`src/rtl/rtv_pkg.sv`:
```
// rtv_pkg: shared types, constants and the magic table for the resource table validator
// used by rtv_front, rtv_queue, rtv_back and resource_table_validator_unit
// no dependencies
`default_nettype none

package rtv_pkg;

  // container layout
  localparam int unsigned HEADER_BYTES = 24;
  localparam int unsigned ENTRY_BYTES  = 264;
  localparam int unsigned NAME_BYTES   = 256;
  localparam int unsigned MAGIC_BYTES  = 10;
  localparam int unsigned COUNT_POS    = 20;

  // defaults for top-level parameters
  localparam int unsigned MAX_ENTRIES_DEF = 200000;
  localparam int unsigned Q_DEPTH_DEF     = 2;

  // field widths
  localparam int unsigned BYTE_W  = 8;
  localparam int unsigned POS_W   = 9;
  localparam int unsigned IDX_W   = 18;
  localparam int unsigned CNT_W   = 32;
  localparam int unsigned SIZE_W  = 32;
  localparam int unsigned OFF_W   = 32;
  localparam int unsigned CHAIN_W = 33;
  localparam int unsigned SPAN_W  = 48;
  localparam int unsigned FPOS_W  = 49;
  localparam int unsigned TSIZE_W = 41;
  localparam int unsigned DS_W    = 42;
  localparam int unsigned ADDR_W  = 4;
  localparam int unsigned DATA_W  = 64;

  // result status codes
  typedef enum logic [2:0] {
    ST_OK         = 3'd0,
    ST_SPAN_SHORT = 3'd1,
    ST_BAD_MAGIC  = 3'd2,
    ST_BAD_COUNT  = 3'd3,
    ST_TABLE_BIG  = 3'd4,
    ST_CHAIN_BAD  = 3'd5,
    ST_OVERRUN    = 3'd6
  } status_t;

  // register index, taken from paddr bit 3
  typedef enum logic [0:0] {
    REG_FILE_SPAN   = 1'b0,
    REG_BASE_OFFSET = 1'b1
  } reg_idx_t;

  typedef struct packed {
    logic [BYTE_W-1:0] data_byte;
    logic              start_flag;
  } in_item_t;

  typedef struct packed {
    status_t           status;
    logic [IDX_W-1:0]  entry_index;
    logic [SIZE_W-1:0] entry_size;
    logic [FPOS_W-1:0] data_position;
    logic [FPOS_W-1:0] table_position;
    logic              final_entry;
  } out_item_t;

  // classified transaction handed from front to back
  typedef struct packed {
    status_t           status;
    logic [IDX_W-1:0]  entry_index;
    logic [SIZE_W-1:0] entry_size;
    logic [OFF_W-1:0]  rel_offset;
    logic [DS_W-1:0]   data_start;
    logic              final_entry;
  } q_item_t;

  // expected header magic "|CCTfs2.0|" style string, byte by byte
  function automatic logic [BYTE_W-1:0] magic_byte(input logic [3:0] idx);
    logic [BYTE_W-1:0] val;
    unique case (idx)
      4'd0:    val = 8'h7C;
      4'd1:    val = 8'h43;
      4'd2:    val = 8'h43;
      4'd3:    val = 8'h54;
      4'd4:    val = 8'h66;
      4'd5:    val = 8'h73;
      4'd6:    val = 8'h32;
      4'd7:    val = 8'h2E;
      4'd8:    val = 8'h30;
      4'd9:    val = 8'h7C;
      default: val = 8'h00;
    endcase
    return val;
  endfunction

endpackage

`default_nettype wire

```
`src/rtl/rtv_front.sv`:
```
// rtv_front: byte parser; tracks header and table position, assembles fields,
// makes every check and pushes one classified transaction per result
// depends on rtv_pkg
`default_nettype none

module rtv_front #(
  parameter int unsigned MAX_ENTRIES = rtv_pkg::MAX_ENTRIES_DEF
) (
  input  wire logic                          clk,
  input  wire logic                          rst_n,
  input  wire logic                          in_valid,
  input  wire rtv_pkg::in_item_t             in_item,
  output logic                               in_stall,
  input  wire logic [rtv_pkg::SPAN_W-1:0]    file_span,
  input  wire logic                          q_full,
  output logic                               q_push,
  output rtv_pkg::q_item_t                   q_item
);

  localparam int unsigned POS_W   = rtv_pkg::POS_W;
  localparam int unsigned CNT_W   = rtv_pkg::CNT_W;
  localparam int unsigned IDX_W   = rtv_pkg::IDX_W;
  localparam int unsigned CHAIN_W = rtv_pkg::CHAIN_W;
  localparam int unsigned DS_W    = rtv_pkg::DS_W;
  localparam int unsigned TSIZE_W = rtv_pkg::TSIZE_W;
  localparam int unsigned SPAN_W  = rtv_pkg::SPAN_W;
  localparam int unsigned FPOS_W  = rtv_pkg::FPOS_W;

  localparam logic [POS_W-1:0] POS_MAGIC_END = POS_W'(rtv_pkg::MAGIC_BYTES);
  localparam logic [POS_W-1:0] POS_CNT_LO    = POS_W'(rtv_pkg::COUNT_POS);
  localparam logic [POS_W-1:0] POS_HDR_LAST  = POS_W'(rtv_pkg::HEADER_BYTES - 1);
  localparam logic [POS_W-1:0] POS_SIZE_LO   = POS_W'(rtv_pkg::NAME_BYTES);
  localparam logic [POS_W-1:0] POS_OFF_LO    = POS_W'(rtv_pkg::NAME_BYTES + 4);
  localparam logic [POS_W-1:0] POS_ENT_LAST  = POS_W'(rtv_pkg::ENTRY_BYTES - 1);

  // parse state
  logic [POS_W-1:0]   pos_r, pos_nxt;
  logic               in_table_r, in_table_nxt;
  logic [IDX_W-1:0]   ent_r, ent_nxt;
  logic [CNT_W-1:0]   count_r, count_nxt;
  logic [31:0]        size_r, size_nxt;
  logic [31:0]        off_r, off_nxt;
  logic [CHAIN_W-1:0] chain_r, chain_nxt;
  logic               halted_r, halted_nxt;
  logic [DS_W-1:0]    ds_r, ds_nxt;

  // state as seen by this byte, after a restart
  logic               acc, start;
  logic [7:0]         b;
  logic [POS_W-1:0]   cur_pos;
  logic               cur_in_table;
  logic [IDX_W-1:0]   cur_ent;
  logic [CNT_W-1:0]   cur_count;
  logic [31:0]        cur_size, cur_off;
  logic [CHAIN_W-1:0] cur_chain;
  logic               cur_halted;

  logic [CNT_W-1:0]   cnt_now;
  logic [31:0]        size_now, off_now;
  logic [TSIZE_W-1:0] tsize;
  logic [DS_W-1:0]    ds_now;
  logic [FPOS_W-1:0]  end_sum;
  logic               span_short, magic_bad, err_count, err_table;
  logic               err_chain, err_over, last;

  assign in_stall = q_full;
  assign acc      = in_valid && !q_full;
  assign start    = in_item.start_flag;
  assign b        = in_item.data_byte;

  // restart clears parse state before the byte is looked at
  always_comb begin
    cur_pos      = start ? '0 : pos_r;
    cur_in_table = start ? 1'b0 : in_table_r;
    cur_ent      = start ? '0 : ent_r;
    cur_count    = start ? '0 : count_r;
    cur_size     = start ? '0 : size_r;
    cur_off      = start ? '0 : off_r;
    cur_chain    = start ? '0 : chain_r;
    cur_halted   = start ? 1'b0 : halted_r;
  end

  // field assembly, little-endian lanes from the low position bits
  always_comb begin
    cnt_now  = cur_count;
    size_now = cur_size;
    off_now  = cur_off;
    if (cur_pos >= POS_CNT_LO && cur_pos <= POS_HDR_LAST) begin
      cnt_now[{cur_pos[1:0], 3'b000} +: 8] = cur_count[{cur_pos[1:0], 3'b000} +: 8] | b;
    end
    if (cur_pos >= POS_SIZE_LO && cur_pos < POS_OFF_LO) begin
      if (cur_pos == POS_SIZE_LO) begin
        size_now = '0;
      end
      size_now[{cur_pos[1:0], 3'b000} +: 8] = size_now[{cur_pos[1:0], 3'b000} +: 8] | b;
    end
    if (cur_pos >= POS_OFF_LO && cur_pos <= POS_ENT_LAST) begin
      if (cur_pos == POS_OFF_LO) begin
        off_now = '0;
      end
      off_now[{cur_pos[1:0], 3'b000} +: 8] = off_now[{cur_pos[1:0], 3'b000} +: 8] | b;
    end
  end

  // header checks
  always_comb begin
    span_short = start && (file_span < SPAN_W'(rtv_pkg::HEADER_BYTES));
    magic_bad  = (cur_pos < POS_MAGIC_END) && (b != rtv_pkg::magic_byte(cur_pos[3:0]));
    tsize      = (TSIZE_W'(cnt_now) << 8) + (TSIZE_W'(cnt_now) << 3);
    ds_now     = DS_W'(tsize) + DS_W'(rtv_pkg::HEADER_BYTES);
    err_count  = (cnt_now == '0) || (cnt_now > CNT_W'(MAX_ENTRIES));
    err_table  = (file_span >= SPAN_W'(rtv_pkg::HEADER_BYTES)) &&
                 (SPAN_W'(ds_now) > file_span);
  end

  // entry checks at the last record byte
  always_comb begin
    end_sum   = FPOS_W'(ds_r) + FPOS_W'(off_now) + FPOS_W'(cur_size);
    err_chain = (CHAIN_W'(off_now) != cur_chain);
    err_over  = (FPOS_W'(file_span) >= FPOS_W'(ds_r)) && (end_sum > FPOS_W'(file_span));
    last      = ((CHAIN_W'(cur_ent) + CHAIN_W'(1)) >= CHAIN_W'(cur_count));
  end

  // next state and classified transaction
  always_comb begin
    pos_nxt      = pos_r;
    in_table_nxt = in_table_r;
    ent_nxt      = ent_r;
    count_nxt    = count_r;
    size_nxt     = size_r;
    off_nxt      = off_r;
    chain_nxt    = chain_r;
    halted_nxt   = halted_r;
    ds_nxt       = ds_r;
    q_push       = 1'b0;
    q_item       = '0;
    q_item.status = rtv_pkg::ST_OK;
    if (acc) begin
      pos_nxt      = cur_pos;
      in_table_nxt = cur_in_table;
      ent_nxt      = cur_ent;
      count_nxt    = cur_count;
      size_nxt     = cur_size;
      off_nxt      = cur_off;
      chain_nxt    = cur_chain;
      halted_nxt   = cur_halted;
      if (span_short) begin
        q_push        = 1'b1;
        q_item.status = rtv_pkg::ST_SPAN_SHORT;
        halted_nxt    = 1'b1;
      end else if (!cur_halted) begin
        if (!cur_in_table) begin
          count_nxt = cnt_now;
          if (magic_bad) begin
            q_push        = 1'b1;
            q_item.status = rtv_pkg::ST_BAD_MAGIC;
            halted_nxt    = 1'b1;
          end else if (cur_pos >= POS_HDR_LAST) begin
            if (err_count) begin
              q_push        = 1'b1;
              q_item.status = rtv_pkg::ST_BAD_COUNT;
              halted_nxt    = 1'b1;
            end else if (err_table) begin
              q_push        = 1'b1;
              q_item.status = rtv_pkg::ST_TABLE_BIG;
              halted_nxt    = 1'b1;
            end else begin
              in_table_nxt = 1'b1;
              pos_nxt      = '0;
              ent_nxt      = '0;
              chain_nxt    = '0;
              ds_nxt       = ds_now;
            end
          end else begin
            pos_nxt = cur_pos + POS_W'(1);
          end
        end else begin
          size_nxt = size_now;
          off_nxt  = off_now;
          if (cur_pos < POS_ENT_LAST) begin
            pos_nxt = cur_pos + POS_W'(1);
          end else if (err_chain) begin
            q_push             = 1'b1;
            q_item.status      = rtv_pkg::ST_CHAIN_BAD;
            q_item.entry_index = cur_ent;
            halted_nxt         = 1'b1;
          end else if (err_over) begin
            q_push             = 1'b1;
            q_item.status      = rtv_pkg::ST_OVERRUN;
            q_item.entry_index = cur_ent;
            halted_nxt         = 1'b1;
          end else begin
            q_push             = 1'b1;
            q_item.entry_index = cur_ent;
            q_item.entry_size  = cur_size;
            q_item.rel_offset  = off_now;
            q_item.data_start  = ds_r;
            q_item.final_entry = last;
            chain_nxt          = CHAIN_W'(off_now) + CHAIN_W'(cur_size);
            pos_nxt            = '0;
            ent_nxt            = cur_ent + IDX_W'(1);
            halted_nxt         = last;
          end
        end
      end
    end
  end

  // control registers
  always_ff @(posedge clk) begin
    if (!rst_n) begin
      pos_r      <= '0;
      in_table_r <= 1'b0;
      ent_r      <= '0;
      count_r    <= '0;
      size_r     <= '0;
      off_r      <= '0;
      chain_r    <= '0;
      halted_r   <= 1'b1;
    end else begin
      pos_r      <= pos_nxt;
      in_table_r <= in_table_nxt;
      ent_r      <= ent_nxt;
      count_r    <= count_nxt;
      size_r     <= size_nxt;
      off_r      <= off_nxt;
      chain_r    <= chain_nxt;
      halted_r   <= halted_nxt;
    end
  end

  // payload register
  always_ff @(posedge clk) begin
    ds_r <= ds_nxt;
  end

endmodule

`default_nettype wire

```
`src/rtl/rtv_queue.sv`:
```
// rtv_queue: short flop-based queue between the parser front and the result back
// depends on rtv_pkg
`default_nettype none

module rtv_queue #(
  parameter int unsigned DEPTH = rtv_pkg::Q_DEPTH_DEF
) (
  input  wire logic             clk,
  input  wire logic             rst_n,
  input  wire logic             push,
  input  wire rtv_pkg::q_item_t push_item,
  output logic                  full,
  input  wire logic             pop,
  output rtv_pkg::q_item_t      pop_item,
  output logic                  empty
);

  localparam int unsigned PTR_W = (DEPTH > 1) ? $clog2(DEPTH) : 1;
  localparam int unsigned CNT_W = $clog2(DEPTH + 1);
  localparam logic [PTR_W-1:0] PTR_LAST = PTR_W'(DEPTH - 1);

  rtv_pkg::q_item_t  mem_r [DEPTH];
  logic [PTR_W-1:0]  wr_ptr_r, wr_ptr_nxt;
  logic [PTR_W-1:0]  rd_ptr_r, rd_ptr_nxt;
  logic [CNT_W-1:0]  cnt_r, cnt_nxt;

  assign full     = (cnt_r == CNT_W'(DEPTH));
  assign empty    = (cnt_r == '0);
  assign pop_item = mem_r[rd_ptr_r];

  // pointer and fill count update
  always_comb begin
    wr_ptr_nxt = wr_ptr_r;
    rd_ptr_nxt = rd_ptr_r;
    cnt_nxt    = cnt_r;
    if (push) begin
      wr_ptr_nxt = (wr_ptr_r == PTR_LAST) ? '0 : wr_ptr_r + PTR_W'(1);
    end
    if (pop) begin
      rd_ptr_nxt = (rd_ptr_r == PTR_LAST) ? '0 : rd_ptr_r + PTR_W'(1);
    end
    if (push && !pop) begin
      cnt_nxt = cnt_r + CNT_W'(1);
    end else if (pop && !push) begin
      cnt_nxt = cnt_r - CNT_W'(1);
    end
  end

  always_ff @(posedge clk) begin
    if (!rst_n) begin
      wr_ptr_r <= '0;
      rd_ptr_r <= '0;
      cnt_r    <= '0;
    end else begin
      wr_ptr_r <= wr_ptr_nxt;
      rd_ptr_r <= rd_ptr_nxt;
      cnt_r    <= cnt_nxt;
    end
  end

  // storage write
  always_ff @(posedge clk) begin
    if (push) begin
      mem_r[wr_ptr_r] <= push_item;
    end
  end

  // queue must never be written full or read empty
  assert property (@(posedge clk) disable iff (!rst_n) push |-> (!full || pop))
    else $error("rtv_queue: push into full queue");
  assert property (@(posedge clk) disable iff (!rst_n) pop |-> !empty)
    else $error("rtv_queue: pop from empty queue");

endmodule

`default_nettype wire

```
`src/rtl/rtv_back.sv`:
```
// rtv_back: takes classified transactions from the queue, forms absolute
// positions and holds the result in the output register
// depends on rtv_pkg
`default_nettype none

module rtv_back (
  input  wire logic                       clk,
  input  wire logic                       rst_n,
  input  wire logic [rtv_pkg::SPAN_W-1:0] base_offset,
  input  wire logic                       q_empty,
  input  wire rtv_pkg::q_item_t           q_item,
  output logic                            q_pop,
  output logic                            out_valid,
  input  wire logic                       out_stall,
  output rtv_pkg::out_item_t              out_item
);

  localparam int unsigned FPOS_W = rtv_pkg::FPOS_W;

  logic               out_valid_r, out_valid_nxt;
  rtv_pkg::out_item_t out_item_r, out_item_nxt;
  logic [FPOS_W-1:0]  rec_off;

  assign out_valid = out_valid_r;
  assign out_item  = out_item_r;

  // output register free or being drained this cycle
  assign q_pop = !q_empty && (!out_valid_r || !out_stall);

  // position arithmetic; error results carry zero positions
  always_comb begin
    rec_off = (FPOS_W'(q_item.entry_index) << 8) + (FPOS_W'(q_item.entry_index) << 3);
    out_item_nxt                = out_item_r;
    out_valid_nxt               = out_valid_r && out_stall;
    if (q_pop) begin
      out_valid_nxt               = 1'b1;
      out_item_nxt.status         = q_item.status;
      out_item_nxt.entry_index    = q_item.entry_index;
      out_item_nxt.entry_size     = q_item.entry_size;
      out_item_nxt.final_entry    = q_item.final_entry;
      out_item_nxt.data_position  = '0;
      out_item_nxt.table_position = '0;
      if (q_item.status == rtv_pkg::ST_OK) begin
        out_item_nxt.data_position  = FPOS_W'(base_offset) + FPOS_W'(q_item.data_start) +
                                      FPOS_W'(q_item.rel_offset);
        out_item_nxt.table_position = FPOS_W'(base_offset) +
                                      FPOS_W'(rtv_pkg::HEADER_BYTES) + rec_off;
      end
    end
  end

  always_ff @(posedge clk) begin
    if (!rst_n) begin
      out_valid_r <= 1'b0;
    end else begin
      out_valid_r <= out_valid_nxt;
    end
  end

  always_ff @(posedge clk) begin
    out_item_r <= out_item_nxt;
  end

  // error results never carry positions, final flag only on a good entry
  assert property (@(posedge clk) disable iff (!rst_n)
                   (out_valid && out_item.status != rtv_pkg::ST_OK) |->
                   (out_item.data_position == '0 && out_item.table_position == '0))
    else $error("rtv_back: error result with nonzero position");
  assert property (@(posedge clk) disable iff (!rst_n)
                   (out_valid && out_item.final_entry) |-> (out_item.status == rtv_pkg::ST_OK))
    else $error("rtv_back: final flag on error result");

endmodule

`default_nettype wire

```
`src/rtl/resource_table_validator_unit.sv`:
```
// resource_table_validator_unit: top level; configuration registers, parser
// front, transaction queue and result back
// depends on rtv_pkg, rtv_front, rtv_queue, rtv_back
//
//  channel  ports                                 transaction
//  in       in_valid, in_stall, in_item           one container byte + start flag
//  out      out_valid, out_stall, out_item        one entry result or error status
//  cfg      psel, penable, pwrite, paddr, pwdata,  64-bit register access,
//           prdata, pready                         file_span at 0, base_offset at 8
//
// one byte is accepted per cycle while in_stall is low; the front decides each byte in its own cycle
// a result passes through the queue storage and then the output register before it shows on out_valid
// in_stall rises only when the queue is full, i.e. the output side has stalled
// reset leaves the block halted until a byte with start_flag set arrives
// configuration registers reset to zero
`default_nettype none

module resource_table_validator_unit #(
  parameter int unsigned MAX_ENTRIES = rtv_pkg::MAX_ENTRIES_DEF,
  parameter int unsigned Q_DEPTH     = rtv_pkg::Q_DEPTH_DEF
) (
  input  wire logic                        clk,
  input  wire logic                        rst_n,
  input  wire logic                        in_valid,
  input  wire rtv_pkg::in_item_t           in_item,
  output logic                             in_stall,
  output logic                             out_valid,
  input  wire logic                        out_stall,
  output rtv_pkg::out_item_t               out_item,
  input  wire logic                        psel,
  input  wire logic                        penable,
  input  wire logic                        pwrite,
  input  wire logic [rtv_pkg::ADDR_W-1:0]  paddr,
  input  wire logic [rtv_pkg::DATA_W-1:0]  pwdata,
  output logic [rtv_pkg::DATA_W-1:0]       prdata,
  output logic                             pready
);

  localparam int unsigned SPAN_W = rtv_pkg::SPAN_W;
  localparam int unsigned DATA_W = rtv_pkg::DATA_W;

  logic [SPAN_W-1:0]  file_span_r, file_span_nxt;
  logic [SPAN_W-1:0]  base_offset_r, base_offset_nxt;
  rtv_pkg::reg_idx_t  reg_sel;
  logic               cfg_wr;

  logic               q_push, q_full, q_pop, q_empty;
  rtv_pkg::q_item_t   q_push_item, q_pop_item;

  // register access decode
  assign pready  = 1'b1;
  assign reg_sel = rtv_pkg::reg_idx_t'(paddr[3]);
  assign cfg_wr  = psel && penable && pwrite && pready;

  always_comb begin
    file_span_nxt   = file_span_r;
    base_offset_nxt = base_offset_r;
    prdata          = '0;
    unique case (reg_sel)
      rtv_pkg::REG_FILE_SPAN: begin
        prdata = DATA_W'(file_span_r);
        if (cfg_wr) begin
          file_span_nxt = pwdata[SPAN_W-1:0];
        end
      end
      rtv_pkg::REG_BASE_OFFSET: begin
        prdata = DATA_W'(base_offset_r);
        if (cfg_wr) begin
          base_offset_nxt = pwdata[SPAN_W-1:0];
        end
      end
      default: begin
        prdata = '0;
      end
    endcase
  end

  always_ff @(posedge clk) begin
    if (!rst_n) begin
      file_span_r   <= '0;
      base_offset_r <= '0;
    end else begin
      file_span_r   <= file_span_nxt;
      base_offset_r <= base_offset_nxt;
    end
  end

  // byte parser and checker
  rtv_front #(
    .MAX_ENTRIES (MAX_ENTRIES)
  ) u_front (
    .clk       (clk),
    .rst_n     (rst_n),
    .in_valid  (in_valid),
    .in_item   (in_item),
    .in_stall  (in_stall),
    .file_span (file_span_r),
    .q_full    (q_full),
    .q_push    (q_push),
    .q_item    (q_push_item)
  );

  // decoupling queue
  rtv_queue #(
    .DEPTH (Q_DEPTH)
  ) u_queue (
    .clk       (clk),
    .rst_n     (rst_n),
    .push      (q_push),
    .push_item (q_push_item),
    .full      (q_full),
    .pop       (q_pop),
    .pop_item  (q_pop_item),
    .empty     (q_empty)
  );

  // result formation and output register
  rtv_back u_back (
    .clk         (clk),
    .rst_n       (rst_n),
    .base_offset (base_offset_r),
    .q_empty     (q_empty),
    .q_item      (q_pop_item),
    .q_pop       (q_pop),
    .out_valid   (out_valid),
    .out_stall   (out_stall),
    .out_item    (out_item)
  );

  // no result comes out of reset, and the front never pushes into a full queue
  assert property (@(posedge clk) !rst_n |=> !out_valid)
    else $error("top: result valid right after reset");
  assert property (@(posedge clk) disable iff (!rst_n) q_full |-> !q_push)
    else $error("top: front pushed while queue full");

endmodule

`default_nettype wire

```
`config.mk`:
```
export PLATFORM = sky130hd
export DESIGN_NAME = resource_table_validator_unit
export DESIGN_NICKNAME = d
export VERILOG_FILES = /design/src/rtl/rtv_pkg.sv /design/src/rtl/rtv_front.sv /design/src/rtl/rtv_queue.sv /design/src/rtl/rtv_back.sv /design/src/rtl/resource_table_validator_unit.sv
export SDC_FILE = /design/constraint.sdc
export NUM_CORES = 2
export LEC_CHECK = 0
export BUFFER_PORTS_ARGS = -buffer_cell sky130_fd_sc_hd__buf_2
export CORE_ASPECT_RATIO = 0.75
export CORE_MARGIN = 2
export CORE_UTILIZATION = 33
export DETAILED_ROUTE_END_ITERATION = 10
export GPL_TIMING_DRIVEN = 0
export PLACE_DENSITY = 0.46
export SYNTH_ARGS = -nofsm -noshare
export SYNTH_HDL_FRONTEND = slang
export SYNTH_HIERARCHICAL = 1
export SYNTH_SLANG_ARGS = --single-unit
```
`constraint.sdc`:
```
create_clock -name clk -period 16.12 [get_ports clk]
set_input_delay 0 -clock clk [delete_from_list [all_inputs] [get_ports clk]]
set_output_delay 0 -clock clk [all_outputs]
set_load 0.02 [all_outputs]
```
==> results.tsv <==
stage	metric	value	unit
clock_network	post-CTS sizing	0	
logic_synthesis	post-synth top area cell	edfxtp_1	
logic_synthesis	Synth Area in Simple Gates	15.3	%
placed_design	Inst Count DP	6599	
die	Cell Rows	117	
critical_path	Crit path arrival time	14080	ps
logic_synthesis	Synth Area in Compound Gates	15.9	%
critical_path	worst r2r src	u_front/pos_r[1]$_SDFFE_PN0P_	
status	failing checks	capacitance limit, slew limit	
logic_synthesis	Synth Cell Area	45400	sq um
logic_synthesis	post-synthesis sequential area ratio	41.0	%
logic_synthesis	prevailing post-synth register cell	edfxtp_1	
critical_path	crit path from	u_front/pos_r[1]$_SDFFE_PN0P_	
pwr	PD cells	119	nW/um^2
drt	initial DRC count	3785	
logic_synthesis	FFs w/ async S/R, synth	0	%
clock_network	CTS tree	built	
logic_synthesis	Post-synth EDFFs	446	
timing	Pins Over Slew Limit	3	
drt	DRT Wirelength	185	mm
critical_path	internal reg-to-reg setup slack	2440	ps
die	Die Width	432	microns
drt	Residual DRC	0	
finish	Fillers	13635	
critical_path	Critical Path Max Stage Delay	940	ps
global_routing	first-pass GRT wire length	260	mm
timing	Achievable Freq	73.1	MHz
job	max-cap viol count	2	
logic_synthesis	Mapped Cells	4513	
critical_path	CP endpoint kind	flop	
logic_synthesis	mux share of post-synthesis cell area	7.95	%
pwr	VDD IR max	96.1	uV
critical_path	slowest CP cell	nor4_1	
logic_synthesis	YS warnings	6	
critical_path	CP startpoint kind	flop	
timing	Min Hold Slack	79.8	ps
critical_path	R2R cell count	37	
critical_path	Crit path required time	16520	ps
critical_path	reg-to-reg critical path endpoint	u_queue/mem_r[0][40]$_DFFE_PP_	
finish	post-layout instance area	52800	sq um
drt	router iterations before antenna repair	6	
critical_path	crit-path most repeated cell	o21ai_0	
placed_design	GPL Wtd Cong	0.998	
finish	Layout Cells excl Fill	6813	
timing	Final Skew	27.5	ps
logic_synthesis	main combinational cell family by area after synthesis	compound AO/OA/AOI/OAI gates	
critical_path	Critical Setup Path Class	reg -> reg	
logic_synthesis	syn avg cell area	10.1	sq um
critical_path	worst-path maximum fanout	30	
placed_design	Port-buffer cells	266	
drt	Avg WL per Cell	27.2	microns
drt	Final ANT Viol Nets	0	
clock_network	H-Tree Depth	3	
timing	RSZ-0062 raised after global routing	no	
timing	setup TNS	0	ps
logic_synthesis	Area contributors post-synth	edfxtp_1, dfxtp_1, ha_1	
die	total die area	141000	sq um
timing	Slew headroom	-6.09	%
timing	post-route clock period utilization	84.9	%
global_routing	largest net degree at the start of global routing	60	
global_routing	vias in the first global route	35224	
clock_network	clock sink total	706	
placed_design	placed inst area	49400	sq um
pwr	leak pwr	21.5	nW
global_routing	initial antenna violation count	6	
global_routing	GRT Util Overall	25.6	%
timing	Hold Fails Final Rpt	0	
min_path	HP Class	in -> reg	
critical_path	end of the critical path	u_queue/mem_r[0][40]$_DFFE_PP_	
placed_design	DP HPWL	150	mm
global_routing	grt ovf	0	
die	Initial Util	33.4	%
finish	area grow syn2layout	16.3	%
die	Ports	303	
timing	Worst-Margin Slew	1550	ps
die	Core Box Area	136000	sq um
finish	nets@finish	5441	
die	Die Height	325	microns
timing	endpoints failing setup	0	
finish	share of layout cells above drive strength 1	15.3	%
status	outcome	finished, violations left	
timing	minimum clock period	13680	ps
drt	vias per cell	5.54	
clock_network	later-pin clock latency in the skew report	710	ps
logic_synthesis	post-synthesis register bit count	706	
clock_network	CTS buffer count	82	
logic_synthesis	Synth Area in Adders	12.4	%
logic_synthesis	XOR/XNOR Fraction of Synth Area	3.53	%
clock_network	maximum clock path buffer count	3	
finish	Util after Layout	38.8	%
drt	via count	37756	
clock_network	Reg clk slew, reported paths	70	ps
clock_network	Root Buffer	clkbuf_16	
logic_synthesis	Yosys cell types	107	
logic_synthesis	Yosys top cell area share	29.5	%
==> cells by family (layout without fill, tap and decap cells) <==
logic type               Yosys count  after routing
XOR/XNOR                         183            183
adder cells (fa/ha/maj)          402            402
flip-flops                       706            706
other                              3             28
AND/OR/NAND/NOR                 1430           1430
buffers and inverters            392            882
AO/OA/AOI/OAI                   1077           1077
multiplexers                     320            320
==> flip-flops by register name, summed over array words and instances, names as in the netlist, 18 cells and up, named ones only <==
signal and cells:
u_queue/mem_r 256, file_span_r 48, u_front/count_r 32, base_offset_r 48, u_front/ds_r 38, u_back/out_item 152
u_front/off_r 32, u_front/size_r 32, u_front/chain_r 33, u_front/ent_r 18
==> how the worst min path moves through the flow <==
stage / from / endpoint / slack, ps / cells after the start
after floorplan: rst_n / u_queue/wr_ptr_r$_SDFFE_PN0P_ / 120 / 1
after global placement: out_stall / u_back/out_valid$_SDFF_PN0_ / 270 / 3
after detailed placement: pwdata[47] / file_span_r[47]$_SDFFE_PN0P_ / 290 / 3
after CTS: in_item[8] / u_front/size_r[31]$_SDFFE_PN0P_ / 4 / 5
after global routing: in_item[8] / u_front/size_r[31]$_SDFFE_PN0P_ / 70 / 5
final: in_item[8] / u_front/size_r[31]$_SDFFE_PN0P_ / 80 / 5
==> placed cells by master (no fill, tap or decap), drive strengths merged, types with 85 or more instances in the layout <==
master / Yosys / routed
a21oi: 248 / 248
buf: 101 / 385
mux2i: 120 / 120
xnor2: 118 / 118
nand3: 85 / 85
mux2: 186 / 186
a21o: 118 / 118
ha: 323 / 323
dfxtp: 260 / 260
inv: 199 / 203
and2: 93 / 93
clkbuf: 90 / 184
nor2: 336 / 336
nor2b: 110 / 110
edfxtp: 446 / 446
o21ai: 232 / 232
nand2: 478 / 478
==> what timing repair did <==
action	in CTS	in global routing
hold buffers	56	0
endpoints found under the hold margin	154	0
setup buffers	0	0
setup endpoints to repair	0	0
==> per-layer routing <==
layer  up-vias  share of wire, %  GRT usage [%]
met1     18724                48           39.3
met4         0               2.2           5.68
met2      1452                40           35.0
met5         -                 0              0
met3       194               9.5           7.16
li1      17386                 -              -
==> critical path, delay by kind of cell (launching register included) <==
kind / cells / cell delay (ps)
XOR/XNOR: 1 / 150
buffers and inverters: 6 / 1820
AND/OR/NAND/NOR: 11 / 3920
AO/OA/AOI/OAI: 16 / 5900
flip-flops: 1 / 330
adder cells (fa/ha/maj): 3 / 1170
==> through the flow <==
step	power (W)	setup slack, ps
after floorplan	0.00367	2920
after global placement	0.00439	-6200
after detailed placement	0.00432	2960
after CTS	0.00636	2920
after global routing	0.00660	1920
final	0.00630	2440
==> report_power, final <==
| group | leakage (nW) | switching (W) | internal [W] |
|---|---|---|---|
| clock network | 1.37 | 0.000836 | 0.00117 |
| registers | 6.38 | 0.0000790 | 0.00223 |
| logic | 13.8 | 0.00130 | 0.000690 |
==> synth_stat cells (84+ instances only) <==
library cell and number:
mux2_2 185, dfxtp_1 260, edfxtp_1 446, xnor2_1 118, nor2b_1 110, inv_1 198, nand2_1 476, clkbuf_1 86
and2_1 92, mux2i_1 120, ha_1 323, a21o_1 118, nor2_1 326, o21ai_0 224, nand3_1 84, a21oi_1 247
==> area by class of cell <==
cell class	count	area, sq um	share of cell area, %
repair buffers	340	2210	4.18
flip-flops and latches	706	18600	35.2
inverters	201	754	1.43
well taps	1785	2230	4.23
clock buffers	94	2140	4.05
plain buffers	191	1060	2.00
diodes	7	17.5	0.0332
multi-input cells	3433	25100	47.6
clock inverters	56	686	1.30
(Power assumes the default switching activity.)
